$ cat config.mk
export PLATFORM = sky130hd
export DESIGN_NAME = input_protocol_classifier_top
export DESIGN_NICKNAME = d
export VERILOG_FILES = /design/src/hw/rtl/ipc_pkg.sv /design/src/hw/rtl/ipc_front.sv /design/src/hw/rtl/ipc_queue.sv /design/src/hw/rtl/ipc_back.sv /design/src/hw/rtl/input_protocol_classifier_top.sv
export SDC_FILE = /design/constraint.sdc
export NUM_CORES = 1
export LEC_CHECK = 0
export ABC_AREA = 1
export BUFFER_PORTS_ARGS = -buffer_cell sky130_fd_sc_hd__buf_2
export CORE_MARGIN = 4
export CORE_UTILIZATION = 50
export DETAILED_ROUTE_END_ITERATION = 8
export PLACE_DENSITY = 0.67
export SYNTH_ARGS = -nofsm -noshare
export SYNTH_HDL_FRONTEND = slang
export SYNTH_SLANG_ARGS = --single-unit
$ cat constraint.sdc
create_clock -name clk_i -period 15.8 [get_ports clk_i]
set_clock_uncertainty 0.05 [all_clocks]
set_input_delay 0 -clock clk_i [delete_from_list [all_inputs] [get_ports clk_i]]
set_output_delay 0 -clock clk_i [all_outputs]
set_load 0.1 [all_outputs]
$ cat src/hw/rtl/ipc_pkg.sv
`default_nettype none

package ipc_pkg;

  // protocol class codes as reported on the result channel
  typedef enum logic [1:0] {
    CLS_NONE  = 2'd0,
    CLS_FAST  = 2'd1,
    CLS_SLOW  = 2'd2,
    CLS_SERVO = 2'd3
  } class_e;

  // configuration register indexes
  typedef enum logic [2:0] {
    REG_FAST_MIN    = 3'd0,
    REG_FAST_AVG    = 3'd1,
    REG_SLOW_MIN    = 3'd2,
    REG_SLOW_AVG    = 3'd3,
    REG_SERVO_FLOOR = 3'd4
  } reg_idx_e;

  // back end sequencer states
  typedef enum logic [1:0] {
    BK_IDLE,
    BK_DIV,
    BK_DONE
  } bk_state_e;

  // classifier thresholds
  typedef struct packed {
    logic [7:0]  fast_min;
    logic [15:0] fast_avg;
    logic [7:0]  slow_min;
    logic [15:0] slow_avg;
    logic [14:0] servo_floor;
  } limits_t;

  // one result beat
  typedef struct packed {
    class_e      protocol_class;
    logic        input_set;
    logic [14:0] smallest_width;
    logic [15:0] average_width;
    logic [6:0]  capture_prescaler;
    logic [1:0]  telemetry_prescaler;
    logic [5:0]  transfer_length;
    logic [13:0] arm_threshold;
  } result_t;

  localparam logic [14:0] MIN_START = 15'd20000;

  // threshold reset values
  localparam logic [7:0]  FAST_MIN_RST    = 8'd4;
  localparam logic [15:0] FAST_AVG_RST    = 16'd60;
  localparam logic [7:0]  SLOW_MIN_RST    = 8'd8;
  localparam logic [15:0] SLOW_AVG_RST    = 16'd100;
  localparam logic [14:0] SERVO_FLOOR_RST = 15'd30;

  // timer settings per protocol
  localparam logic [6:0]  CAP_PSC_RST   = 7'd16;
  localparam logic [6:0]  CAP_PSC_FAST  = 7'd0;
  localparam logic [6:0]  CAP_PSC_SLOW  = 7'd1;
  localparam logic [6:0]  CAP_PSC_SERVO = 7'd119;
  localparam logic [1:0]  TLM_PSC_RST   = 2'd0;
  localparam logic [1:0]  TLM_PSC_FAST  = 2'd1;
  localparam logic [1:0]  TLM_PSC_SLOW  = 2'd3;
  localparam logic [5:0]  XFER_DSHOT    = 6'd32;
  localparam logic [5:0]  XFER_SERVO    = 6'd2;
  localparam logic [5:0]  XFER_RST      = 6'd32;
  localparam logic [13:0] ARM_DSHOT     = 14'd10000;
  localparam logic [13:0] ARM_SERVO     = 14'd35;
  localparam logic [13:0] ARM_RST       = 14'd0;

  // divide by ten: (x * 52429) >> 19, exact for 15-bit x
  localparam logic [15:0] TENTH_MUL = 16'd52429;
  localparam int          TENTH_SHIFT = 19;

  // front to back queue
  localparam int Q_DEPTH = 2;

endpackage

`default_nettype wire

$ cat src/hw/rtl/ipc_front.sv
`default_nettype none

module ipc_front #(
  parameter int PAIR_COUNT = 16,
  localparam int SUM_W = 16 + $clog2(PAIR_COUNT + 1),
  localparam int CNT_W = $clog2(PAIR_COUNT + 1),
  localparam int DW = 15 + SUM_W + CNT_W
) (
  input  wire logic          clk_i,
  input  wire logic          rst_ni,
  input  wire logic          in_valid_i,
  output logic               in_stall_o,
  input  wire logic [15:0]   capture_value_i,
  output logic               push_o,
  input  wire logic          push_ready_i,
  output logic [DW-1:0]      push_data_o
);

  localparam int IDX_W = $clog2(2 * PAIR_COUNT);
  localparam logic [IDX_W-1:0] LAST_IDX = IDX_W'(2 * PAIR_COUNT - 1);

  logic [IDX_W-1:0] idx_q, idx_d;
  logic [15:0]      first_q, first_d;
  logic [14:0]      min_q, min_d;
  logic [SUM_W-1:0] sum_q, sum_d;
  logic [CNT_W-1:0] cnt_q, cnt_d;

  logic        accept;
  logic        last;
  logic        counted;
  logic [15:0] width;
  logic [14:0] min_new;
  logic [SUM_W-1:0] sum_new;
  logic [CNT_W-1:0] cnt_new;

  assign last       = (idx_q == LAST_IDX);
  assign in_stall_o = last && !push_ready_i;
  assign accept     = in_valid_i && !in_stall_o;

  // pair width and running statistics including this beat
  assign width   = capture_value_i - first_q;
  assign counted = idx_q[0] && (capture_value_i > first_q);
  assign min_new = (counted && (width < {1'b0, min_q})) ? width[14:0] : min_q;
  assign sum_new = counted ? sum_q + SUM_W'(width) : sum_q;
  assign cnt_new = counted ? cnt_q + CNT_W'(1) : cnt_q;

  // hand the frame summary to the queue on the last stamp
  assign push_o      = accept && last;
  assign push_data_o = {min_new, sum_new, cnt_new};

  always_comb begin
    idx_d   = idx_q;
    first_d = first_q;
    min_d   = min_q;
    sum_d   = sum_q;
    cnt_d   = cnt_q;
    if (accept) begin
      if (!idx_q[0]) begin
        first_d = capture_value_i;
      end
      if (last) begin
        idx_d   = '0;
        first_d = '0;
        min_d   = ipc_pkg::MIN_START;
        sum_d   = '0;
        cnt_d   = '0;
      end else begin
        idx_d = idx_q + IDX_W'(1);
        min_d = min_new;
        sum_d = sum_new;
        cnt_d = cnt_new;
      end
    end
  end

  always_ff @(posedge clk_i or negedge rst_ni) begin
    if (!rst_ni) begin
      idx_q   <= '0;
      first_q <= '0;
      min_q   <= ipc_pkg::MIN_START;
      sum_q   <= '0;
      cnt_q   <= '0;
    end else begin
      idx_q   <= idx_d;
      first_q <= first_d;
      min_q   <= min_d;
      sum_q   <= sum_d;
      cnt_q   <= cnt_d;
    end
  end

endmodule

`default_nettype wire

$ cat src/hw/rtl/ipc_queue.sv
`default_nettype none

module ipc_queue #(
  parameter int DW = 37
) (
  input  wire logic          clk_i,
  input  wire logic          rst_ni,
  input  wire logic          push_i,
  output logic               push_ready_o,
  input  wire logic [DW-1:0] push_data_i,
  output logic               pop_valid_o,
  input  wire logic          pop_i,
  output logic [DW-1:0]      pop_data_o
);

  localparam int PTR_W = $clog2(ipc_pkg::Q_DEPTH);
  localparam int FILL_W = $clog2(ipc_pkg::Q_DEPTH + 1);

  logic [DW-1:0]     mem_q [ipc_pkg::Q_DEPTH];
  logic [PTR_W-1:0]  wr_ptr_q, rd_ptr_q;
  logic [FILL_W-1:0] fill_q;
  logic              do_push, do_pop;

  assign push_ready_o = (fill_q != FILL_W'(ipc_pkg::Q_DEPTH));
  assign pop_valid_o  = (fill_q != '0);
  assign pop_data_o   = mem_q[rd_ptr_q];
  assign do_push      = push_i && push_ready_o;
  assign do_pop       = pop_i && pop_valid_o;

  // storage
  always_ff @(posedge clk_i) begin
    if (do_push) begin
      mem_q[wr_ptr_q] <= push_data_i;
    end
  end

  // pointers and fill level
  always_ff @(posedge clk_i or negedge rst_ni) begin
    if (!rst_ni) begin
      wr_ptr_q <= '0;
      rd_ptr_q <= '0;
      fill_q   <= '0;
    end else begin
      if (do_push) begin
        wr_ptr_q <= wr_ptr_q + PTR_W'(1);
      end
      if (do_pop) begin
        rd_ptr_q <= rd_ptr_q + PTR_W'(1);
      end
      if (do_push && !do_pop) begin
        fill_q <= fill_q + FILL_W'(1);
      end else if (do_pop && !do_push) begin
        fill_q <= fill_q - FILL_W'(1);
      end
    end
  end

endmodule

`default_nettype wire

$ cat src/hw/rtl/ipc_back.sv
`default_nettype none

module ipc_back #(
  parameter int PAIR_COUNT = 16,
  localparam int SUM_W = 16 + $clog2(PAIR_COUNT + 1),
  localparam int CNT_W = $clog2(PAIR_COUNT + 1),
  localparam int DW = 15 + SUM_W + CNT_W
) (
  input  wire logic            clk_i,
  input  wire logic            rst_ni,
  input  wire logic            pop_valid_i,
  output logic                 pop_o,
  input  wire logic [DW-1:0]   pop_data_i,
  input  wire ipc_pkg::limits_t limits_i,
  output logic                 out_valid_o,
  input  wire logic            out_stall_i,
  output ipc_pkg::result_t     result_o
);

  localparam int STEP_W = $clog2(SUM_W);

  ipc_pkg::bk_state_e state_q, state_d;

  logic [14:0]       min_q, min_d;
  logic [11:0]       tenth_q, tenth_d;
  logic [SUM_W-1:0]  dvd_q, dvd_d;
  logic [CNT_W-1:0]  dvs_q, dvs_d;
  logic [CNT_W-1:0]  rem_q, rem_d;
  logic [STEP_W-1:0] step_q, step_d;

  logic [6:0]  cap_psc_q, cap_psc_d;
  logic [1:0]  tlm_psc_q, tlm_psc_d;
  logic [5:0]  xfer_q, xfer_d;
  logic [13:0] arm_q, arm_d;

  logic             out_valid_q, out_valid_d;
  ipc_pkg::result_t res_q, res_d;

  logic [14:0]      ld_min;
  logic [SUM_W-1:0] ld_sum;
  logic [CNT_W-1:0] ld_cnt;
  logic [30:0]      tenth_prod;
  logic [CNT_W:0]   rem_shift;
  logic [CNT_W:0]   rem_sub;
  logic             rem_ge;
  logic [15:0]      avg;
  logic             fast_hit, slow_hit, servo_hit;
  logic             out_free;

  assign {ld_min, ld_sum, ld_cnt} = pop_data_i;
  assign tenth_prod = 31'(ld_min) * 31'(ipc_pkg::TENTH_MUL);

  // one restoring divide step: quotient bits shift into the dividend register
  assign rem_shift = {rem_q, dvd_q[SUM_W-1]};
  assign rem_sub   = rem_shift - {1'b0, dvs_q};
  assign rem_ge    = (rem_shift >= {1'b0, dvs_q});

  // classify on the finished quotient
  assign avg      = dvd_q[15:0];
  assign fast_hit = (min_q > 15'd1) && (min_q <= 15'(limits_i.fast_min))
                    && (avg < limits_i.fast_avg);
  assign slow_hit = (min_q > 15'(limits_i.fast_min)) && (min_q <= 15'(limits_i.slow_min))
                    && (avg < limits_i.slow_avg);
  assign servo_hit = (min_q > limits_i.servo_floor) && (min_q < ipc_pkg::MIN_START)
                     && ({1'b0, avg} < (17'(min_q) + 17'(tenth_q)));

  assign out_free    = !out_valid_q || !out_stall_i;
  assign out_valid_o = out_valid_q;
  assign result_o    = res_q;

  always_comb begin
    state_d     = state_q;
    min_d       = min_q;
    tenth_d     = tenth_q;
    dvd_d       = dvd_q;
    dvs_d       = dvs_q;
    rem_d       = rem_q;
    step_d      = step_q;
    cap_psc_d   = cap_psc_q;
    tlm_psc_d   = tlm_psc_q;
    xfer_d      = xfer_q;
    arm_d       = arm_q;
    out_valid_d = out_valid_q && out_stall_i;
    res_d       = res_q;
    pop_o       = 1'b0;

    unique case (state_q)
      ipc_pkg::BK_IDLE: begin
        // take a frame summary and start the divide
        if (pop_valid_i) begin
          pop_o   = 1'b1;
          min_d   = ld_min;
          tenth_d = tenth_prod[ipc_pkg::TENTH_SHIFT +: 12];
          dvd_d   = ld_sum;
          dvs_d   = (ld_cnt == '0) ? CNT_W'(1) : ld_cnt;
          rem_d   = '0;
          step_d  = STEP_W'(SUM_W - 1);
          state_d = ipc_pkg::BK_DIV;
        end
      end
      ipc_pkg::BK_DIV: begin
        rem_d  = rem_ge ? rem_sub[CNT_W-1:0] : rem_shift[CNT_W-1:0];
        dvd_d  = {dvd_q[SUM_W-2:0], rem_ge};
        step_d = step_q - STEP_W'(1);
        if (step_q == '0) begin
          state_d = ipc_pkg::BK_DONE;
        end
      end
      ipc_pkg::BK_DONE: begin
        // servo settings are applied last so they win over dshot
        if (out_free) begin
          if (fast_hit) begin
            cap_psc_d = ipc_pkg::CAP_PSC_FAST;
            tlm_psc_d = ipc_pkg::TLM_PSC_FAST;
            xfer_d    = ipc_pkg::XFER_DSHOT;
            arm_d     = ipc_pkg::ARM_DSHOT;
          end
          if (slow_hit) begin
            cap_psc_d = ipc_pkg::CAP_PSC_SLOW;
            tlm_psc_d = ipc_pkg::TLM_PSC_SLOW;
            xfer_d    = ipc_pkg::XFER_DSHOT;
            arm_d     = ipc_pkg::ARM_DSHOT;
          end
          if (servo_hit) begin
            cap_psc_d = ipc_pkg::CAP_PSC_SERVO;
            xfer_d    = ipc_pkg::XFER_SERVO;
            arm_d     = ipc_pkg::ARM_SERVO;
          end
          if (servo_hit) begin
            res_d.protocol_class = ipc_pkg::CLS_SERVO;
          end else if (slow_hit) begin
            res_d.protocol_class = ipc_pkg::CLS_SLOW;
          end else if (fast_hit) begin
            res_d.protocol_class = ipc_pkg::CLS_FAST;
          end else begin
            res_d.protocol_class = ipc_pkg::CLS_NONE;
          end
          res_d.input_set           = fast_hit || slow_hit || servo_hit;
          res_d.smallest_width      = min_q;
          res_d.average_width       = avg;
          res_d.capture_prescaler   = cap_psc_d;
          res_d.telemetry_prescaler = tlm_psc_d;
          res_d.transfer_length     = xfer_d;
          res_d.arm_threshold       = arm_d;
          out_valid_d               = 1'b1;
          state_d                   = ipc_pkg::BK_IDLE;
        end
      end
      default: begin
        state_d = ipc_pkg::BK_IDLE;
      end
    endcase
  end

  // sequencer, held settings and output valid
  always_ff @(posedge clk_i or negedge rst_ni) begin
    if (!rst_ni) begin
      state_q     <= ipc_pkg::BK_IDLE;
      cap_psc_q   <= ipc_pkg::CAP_PSC_RST;
      tlm_psc_q   <= ipc_pkg::TLM_PSC_RST;
      xfer_q      <= ipc_pkg::XFER_RST;
      arm_q       <= ipc_pkg::ARM_RST;
      out_valid_q <= 1'b0;
      step_q      <= '0;
    end else begin
      state_q     <= state_d;
      cap_psc_q   <= cap_psc_d;
      tlm_psc_q   <= tlm_psc_d;
      xfer_q      <= xfer_d;
      arm_q       <= arm_d;
      out_valid_q <= out_valid_d;
      step_q      <= step_d;
    end
  end

  // datapath registers
  always_ff @(posedge clk_i) begin
    min_q   <= min_d;
    tenth_q <= tenth_d;
    dvd_q   <= dvd_d;
    dvs_q   <= dvs_d;
    rem_q   <= rem_d;
    res_q   <= res_d;
  end

endmodule

`default_nettype wire

$ cat src/hw/rtl/input_protocol_classifier_top.sv
// channel  | direction | handshake                 | payload
// ---------+-----------+---------------------------+--------------------------------
// input    | in        | in_valid_i / in_stall_o   | capture_value_i
// result   | out       | out_valid_o / out_stall_i | class, widths, timer settings
// config   | in        | cfg_valid_i / cfg_ready_o | cfg_index_i, cfg_data_i
//
// one stamp is taken per cycle unless the input is stalled; a frame is 2*PAIR_COUNT stamps
// the back end runs a bit-serial restoring divide over the SUM_W-bit frame sum
// (SUM_W = 16 + clog2(PAIR_COUNT+1), 21 at 16 pairs), overlapped with the next frame
// input stalls only on the last stamp of a frame while the two-entry queue is full
// reset returns the frame statistics, thresholds and held timer settings to their reset values at once
`default_nettype none

module input_protocol_classifier_top #(
  parameter int PAIR_COUNT = 16
) (
  input  wire logic        clk_i,
  input  wire logic        rst_ni,
  input  wire logic        in_valid_i,
  output logic             in_stall_o,
  input  wire logic [15:0] capture_value_i,
  output logic             out_valid_o,
  input  wire logic        out_stall_i,
  output logic [1:0]       protocol_class_o,
  output logic             input_set_o,
  output logic [14:0]      smallest_width_o,
  output logic [15:0]      average_width_o,
  output logic [6:0]       capture_prescaler_o,
  output logic [1:0]       telemetry_prescaler_o,
  output logic [5:0]       transfer_length_o,
  output logic [13:0]      arm_threshold_o,
  input  wire logic        cfg_valid_i,
  output logic             cfg_ready_o,
  input  wire logic [2:0]  cfg_index_i,
  input  wire logic [15:0] cfg_data_i
);

  localparam int SUM_W = 16 + $clog2(PAIR_COUNT + 1);
  localparam int CNT_W = $clog2(PAIR_COUNT + 1);
  localparam int DW = 15 + SUM_W + CNT_W;

  ipc_pkg::limits_t limits_q;
  ipc_pkg::result_t result;

  logic          push, push_ready;
  logic [DW-1:0] push_data;
  logic          pop_valid, pop;
  logic [DW-1:0] pop_data;

  // threshold registers
  assign cfg_ready_o = 1'b1;

  always_ff @(posedge clk_i or negedge rst_ni) begin
    if (!rst_ni) begin
      limits_q.fast_min    <= ipc_pkg::FAST_MIN_RST;
      limits_q.fast_avg    <= ipc_pkg::FAST_AVG_RST;
      limits_q.slow_min    <= ipc_pkg::SLOW_MIN_RST;
      limits_q.slow_avg    <= ipc_pkg::SLOW_AVG_RST;
      limits_q.servo_floor <= ipc_pkg::SERVO_FLOOR_RST;
    end else if (cfg_valid_i && cfg_ready_o) begin
      unique case (cfg_index_i)
        ipc_pkg::REG_FAST_MIN:    limits_q.fast_min    <= cfg_data_i[7:0];
        ipc_pkg::REG_FAST_AVG:    limits_q.fast_avg    <= cfg_data_i;
        ipc_pkg::REG_SLOW_MIN:    limits_q.slow_min    <= cfg_data_i[7:0];
        ipc_pkg::REG_SLOW_AVG:    limits_q.slow_avg    <= cfg_data_i;
        ipc_pkg::REG_SERVO_FLOOR: limits_q.servo_floor <= cfg_data_i[14:0];
        default: begin
        end
      endcase
    end
  end

  ipc_front #(
    .PAIR_COUNT(PAIR_COUNT)
  ) u_front (
    .clk_i          (clk_i),
    .rst_ni         (rst_ni),
    .in_valid_i     (in_valid_i),
    .in_stall_o     (in_stall_o),
    .capture_value_i(capture_value_i),
    .push_o         (push),
    .push_ready_i   (push_ready),
    .push_data_o    (push_data)
  );

  ipc_queue #(
    .DW(DW)
  ) u_queue (
    .clk_i       (clk_i),
    .rst_ni      (rst_ni),
    .push_i      (push),
    .push_ready_o(push_ready),
    .push_data_i (push_data),
    .pop_valid_o (pop_valid),
    .pop_i       (pop),
    .pop_data_o  (pop_data)
  );

  ipc_back #(
    .PAIR_COUNT(PAIR_COUNT)
  ) u_back (
    .clk_i      (clk_i),
    .rst_ni     (rst_ni),
    .pop_valid_i(pop_valid),
    .pop_o      (pop),
    .pop_data_i (pop_data),
    .limits_i   (limits_q),
    .out_valid_o(out_valid_o),
    .out_stall_i(out_stall_i),
    .result_o   (result)
  );

  assign protocol_class_o      = result.protocol_class;
  assign input_set_o           = result.input_set;
  assign smallest_width_o      = result.smallest_width;
  assign average_width_o       = result.average_width;
  assign capture_prescaler_o   = result.capture_prescaler;
  assign telemetry_prescaler_o = result.telemetry_prescaler;
  assign transfer_length_o     = result.transfer_length;
  assign arm_threshold_o       = result.arm_threshold;

`ifndef SYNTHESIS
  // a frame summary is never pushed into a full queue
  a_no_overflow: assert property (@(posedge clk_i) disable iff (!rst_ni)
    push |-> push_ready)
    else $error("frame summary pushed into full queue");

  // input_set follows the reported class
  a_set_matches_class: assert property (@(posedge clk_i) disable iff (!rst_ni)
    out_valid_o |-> (input_set_o == (protocol_class_o != ipc_pkg::CLS_NONE)))
    else $error("input_set disagrees with protocol class");

  // a fast dshot result carries the fast timer settings
  a_fast_settings: assert property (@(posedge clk_i) disable iff (!rst_ni)
    (out_valid_o && (protocol_class_o == ipc_pkg::CLS_FAST)) |->
      ((capture_prescaler_o == ipc_pkg::CAP_PSC_FAST)
       && (telemetry_prescaler_o == ipc_pkg::TLM_PSC_FAST)
       && (arm_threshold_o == ipc_pkg::ARM_DSHOT)))
    else $error("fast dshot result with wrong timer settings");

  // a servo result needs a real pulse width
  a_servo_width: assert property (@(posedge clk_i) disable iff (!rst_ni)
    (out_valid_o && (protocol_class_o == ipc_pkg::CLS_SERVO)) |->
      (smallest_width_o < ipc_pkg::MIN_START))
    else $error("servo class without a valid pulse");
`endif

endmodule

`default_nettype wire
==> results.py <==
metrics = {
    "timing": {
        "timing.final.setup_violations": 0,
        "maximum_operating_frequency_ghz": 0.1440,
        "finalSetupTns_ps": 0,
        "report.final.slew_viol_count": 0,
        "timing.final.crit_share": 0.4396,
        "timing.final.hold_violations": 0,
        "grt_setup_unrepaired": "no",
        "finalWorstPathRequiredPeriod_ps": 6945,
        "worst_pin_slew_ps": 1149,
        "timing.max_slew.rel_slack": 0.2341,
    },
    "yosys": {
        "synth-async-reset-ratio": 0.4499,
        "synth.cell_area_um2": 22980,
        "net_count_after_synthesis": 2846,
        "ys_ff_latch": 369,
        "yosys.area.top_type_share": 0.2653,
        "synth_top_flop_cell": "sky130_fd_sc_hd__edfxtp_1",
        "yosysWarningCount": 0,
        "synth_sequential_area_ratio": 0.4472,
        "yosysMostFrequentCell": "sky130_fd_sc_hd__nand2_1",
        "synth_enable_flop_cells": 203,
        "cells_taking_the_most_area_after_synthesis": "sky130_fd_sc_hd__edfxtp_1, sky130_fd_sc_hd__dfrtp_1, sky130_fd_sc_hd__ha_1",
        "synthTopCellsByCount": "sky130_fd_sc_hd__nand2_1, sky130_fd_sc_hd__inv_1, sky130_fd_sc_hd__ha_1, sky130_fd_sc_hd__edfxtp_1, sky130_fd_sc_hd__a21oi_1",
        "count_of_unique_library_cells_instantiated_by_yosys": 57,
        "synthCells": 2490,
        "synth.largest_area_cell": "sky130_fd_sc_hd__edfxtp_1",
        "post_synth.cell_area_avg_um2": 9.228,
    },
    "global_routing": {
        "grt_antenna_before_repair": 1,
        "grt_max_degree": 87,
        "gr-usage-all-layers": 0.2252,
        "first_global_vias": 17412,
        "grt_pass1_wl_mm": 90.73,
        "grt_overflow_total": 0,
    },
    "detailed_routing": {
        "drtIter0Drc": 1212,
        "drc": 0,
        "drt-wirelength-per-cell_um": 17.11,
        "drt-vias-per-instance": 5.325,
        "route.vias.total": 17401,
        "antenna_violating_nets_post_route": 0,
        "drt_wl_total_mm": 55.93,
        "firstDrtPassIters": 6,
    },
    "floorplanning": {
        "die-area_um2": 49450,
        "floorplan.initialDensity": 0.5063,
        "design.portCount": 106,
        "die_height_um": 222.4,
        "die-width_um": 222.4,
        "design.core.area_um2": 45380,
        "std_cell_rows": 78,
    },
    "setup_path": {
        "worstPathArrival_ps": 7200,
        "crit_path_max_incr_delay_ps": 570,
        "path_common_cell": "sky130_fd_sc_hd__inv_1",
        "critPathSlowestCell": "sky130_fd_sc_hd__fa_1",
        "category_of_the_worst_setup_path_capture_point": "register",
        "critical_path.max_fanout": 42,
        "cp.buffers_inverters": 9,
        "r2r-start": "u_queue.rd_ptr_q",
        "crit_family": "adder cells",
        "worst_setup_path_start_kind": "register",
        "worst_setup_path_startpoint": "u_queue.rd_ptr_q",
        "timing_worst_setup_path_type": "register to register",
        "cp_data_required_time_ps": 16060,
    },
    "placed_design": {
        "buffer_ports.inserted": 104,
        "post_dp_cell_area_um2": 24150,
        "gp_congestion": 0.9568,
        "place.detailed.hpwl_mm": 41.54,
    },
    "clock_network": {
        "htree_levels": 2,
        "cts_tree": "built",
        "cts_repair_resize_count": 0,
        "clkTransAtPathRegs_ps": 60,
        "numClockSinks": 369,
        "cts_root_buf": "sky130_fd_sc_hd__clkbuf_16",
        "cts.repair_timing.setup_buffer_count": 0,
        "cts.path.max_buffers": 3,
        "cts_made_buffers": 42,
        "clk-insertion-delay-late_ps": 580,
    },
    "hold_path": {
        "holdCritPathClass": "input pin to register",
        "hold_path_startpoint": "cfg_index_i[2]",
    },
    "final_layout": {
        "syn2layout_area_growth_pct": 13.04,
        "insertedDiodeCount": 0,
        "final_nets": 2990,
        "drive_above_1_share": 0.09145,
        "stdcell_area_um2": 25970,
    },
    "run_status": {
        "run_status": "finished clean",
    },
    "run": {
        "cap_viol_max_count": 0,
    },
}
==> layer usage <==
metal,part of all wire,vias up,global-route usage
met4,0.029,0,0.06641
met3,0.043,110,0.02959
met2,0.48,389,0.3802
met1,0.45,8335,0.3069
met5,0,-,0
li1,-,8567,-
==> layout make-up <==
class | count | area (µm²)
fill | 3948 | 19410
multi-input combinational | 1664 | 10980
sequential | 369 | 10270
inverter | 404 | 1519
clock buffer | 56 | 1174
timing repair buffer | 153 | 1005
tap | 600 | 750.7
clock inverter | 22 | 265.3
==> worst paths after layout <==
check	endpoint	slack [ps]	cells past startpoint
max	u_back.tenth_q[5]	8850	26
min	limits_q[57]	70	4
max reg2reg	u_back.tenth_q[5]	8850	26
min reg2reg	u_back.tlm_psc_q[0]	400	2
max in group asynchronous	u_front.sum_q[17]	13600	5
min in group asynchronous	limits_q[17]	500	3
==> repair_timing <==
action | in CTS | in global routing
hold endpoints to repair | 187 | 0
endpoints found under the setup margin | 0 | 0
hold buffers | 37 | 0
==> stage by stage <==
stage	setup slack (ps)	hold slack [ps]	instances	util
2_1_floorplan	9898	-345.6	2490	-
3_3_place_gp	9046	-69.17	3153	0.5321
3_5_place_dp	8889	-69.47	3153	0.5321
4_1_cts	8898	43.77	3268	0.5723
5_1_grt	8400	125.9	3268	0.5723
6_report	8855	74.80	3268	0.5723
==> logic make-up (layout without fill, tap and decap cells) <==
logic type / Yosys count / count (layout) / share of synthesized area
multiplexers: 1 / 1 / 0.0004357
AO/OA/AOI/OAI: 427 / 427 / 0.1009
buffers and inverters: 457 / 635 / 0.07607
other: 1 / 1 / 0.0001632
adder cells (fa/ha/maj): 316 / 316 / 0.1914
XOR/XNOR: 63 / 63 / 0.02401
AND/OR/NAND/NOR: 856 / 856 / 0.1599
flip-flops: 369 / 369 / 0.4472
==> cell usage in the layout, fill, tap and decap left out, types with 20 or more instances in the layout <==
cell	instances
sky130_fd_sc_hd__inv_1	401
sky130_fd_sc_hd__dlygate4sd3_1	36
sky130_fd_sc_hd__ha_1	257
sky130_fd_sc_hd__a21oi_1	177
sky130_fd_sc_hd__o21ai_0	162
sky130_fd_sc_hd__dfrtp_1	146
sky130_fd_sc_hd__fa_1	59
sky130_fd_sc_hd__nand2_1	492
sky130_fd_sc_hd__nor3_1	21
sky130_fd_sc_hd__clkbuf_16	42
sky130_fd_sc_hd__xor2_1	37
sky130_fd_sc_hd__dfstp_2	20
sky130_fd_sc_hd__edfxtp_1	203
sky130_fd_sc_hd__nand3_1	114
sky130_fd_sc_hd__xnor2_1	26
sky130_fd_sc_hd__buf_2	103
sky130_fd_sc_hd__nor2_1	136
==> tightest hold or removal path: cells and delay by family <==
| kind | cells | cell delay, ps |
|---|---|---|
| compound gates | 1 | 140 |
| buf+inv | 1 | 90 |
| simple gates | 2 | 440 |
==> registers in the layout, indices dropped and copies added (netlist names), 6 cells and up <==
name and flops:
limits_q 63, u_back.arm_q 14, u_back.cap_psc_q 7, u_back.dvd_q 21
u_back.min_q 15, u_back.result_o 63, u_back.tenth_q 12, u_back.xfer_q 6
u_front.first_q 16, u_front.min_q 15, u_front.sum_q 21, u_queue.mem_q 82
Power is not shown: default switching activity piles up to over one toggle a cycle in this logic, so the estimate is an artifact.
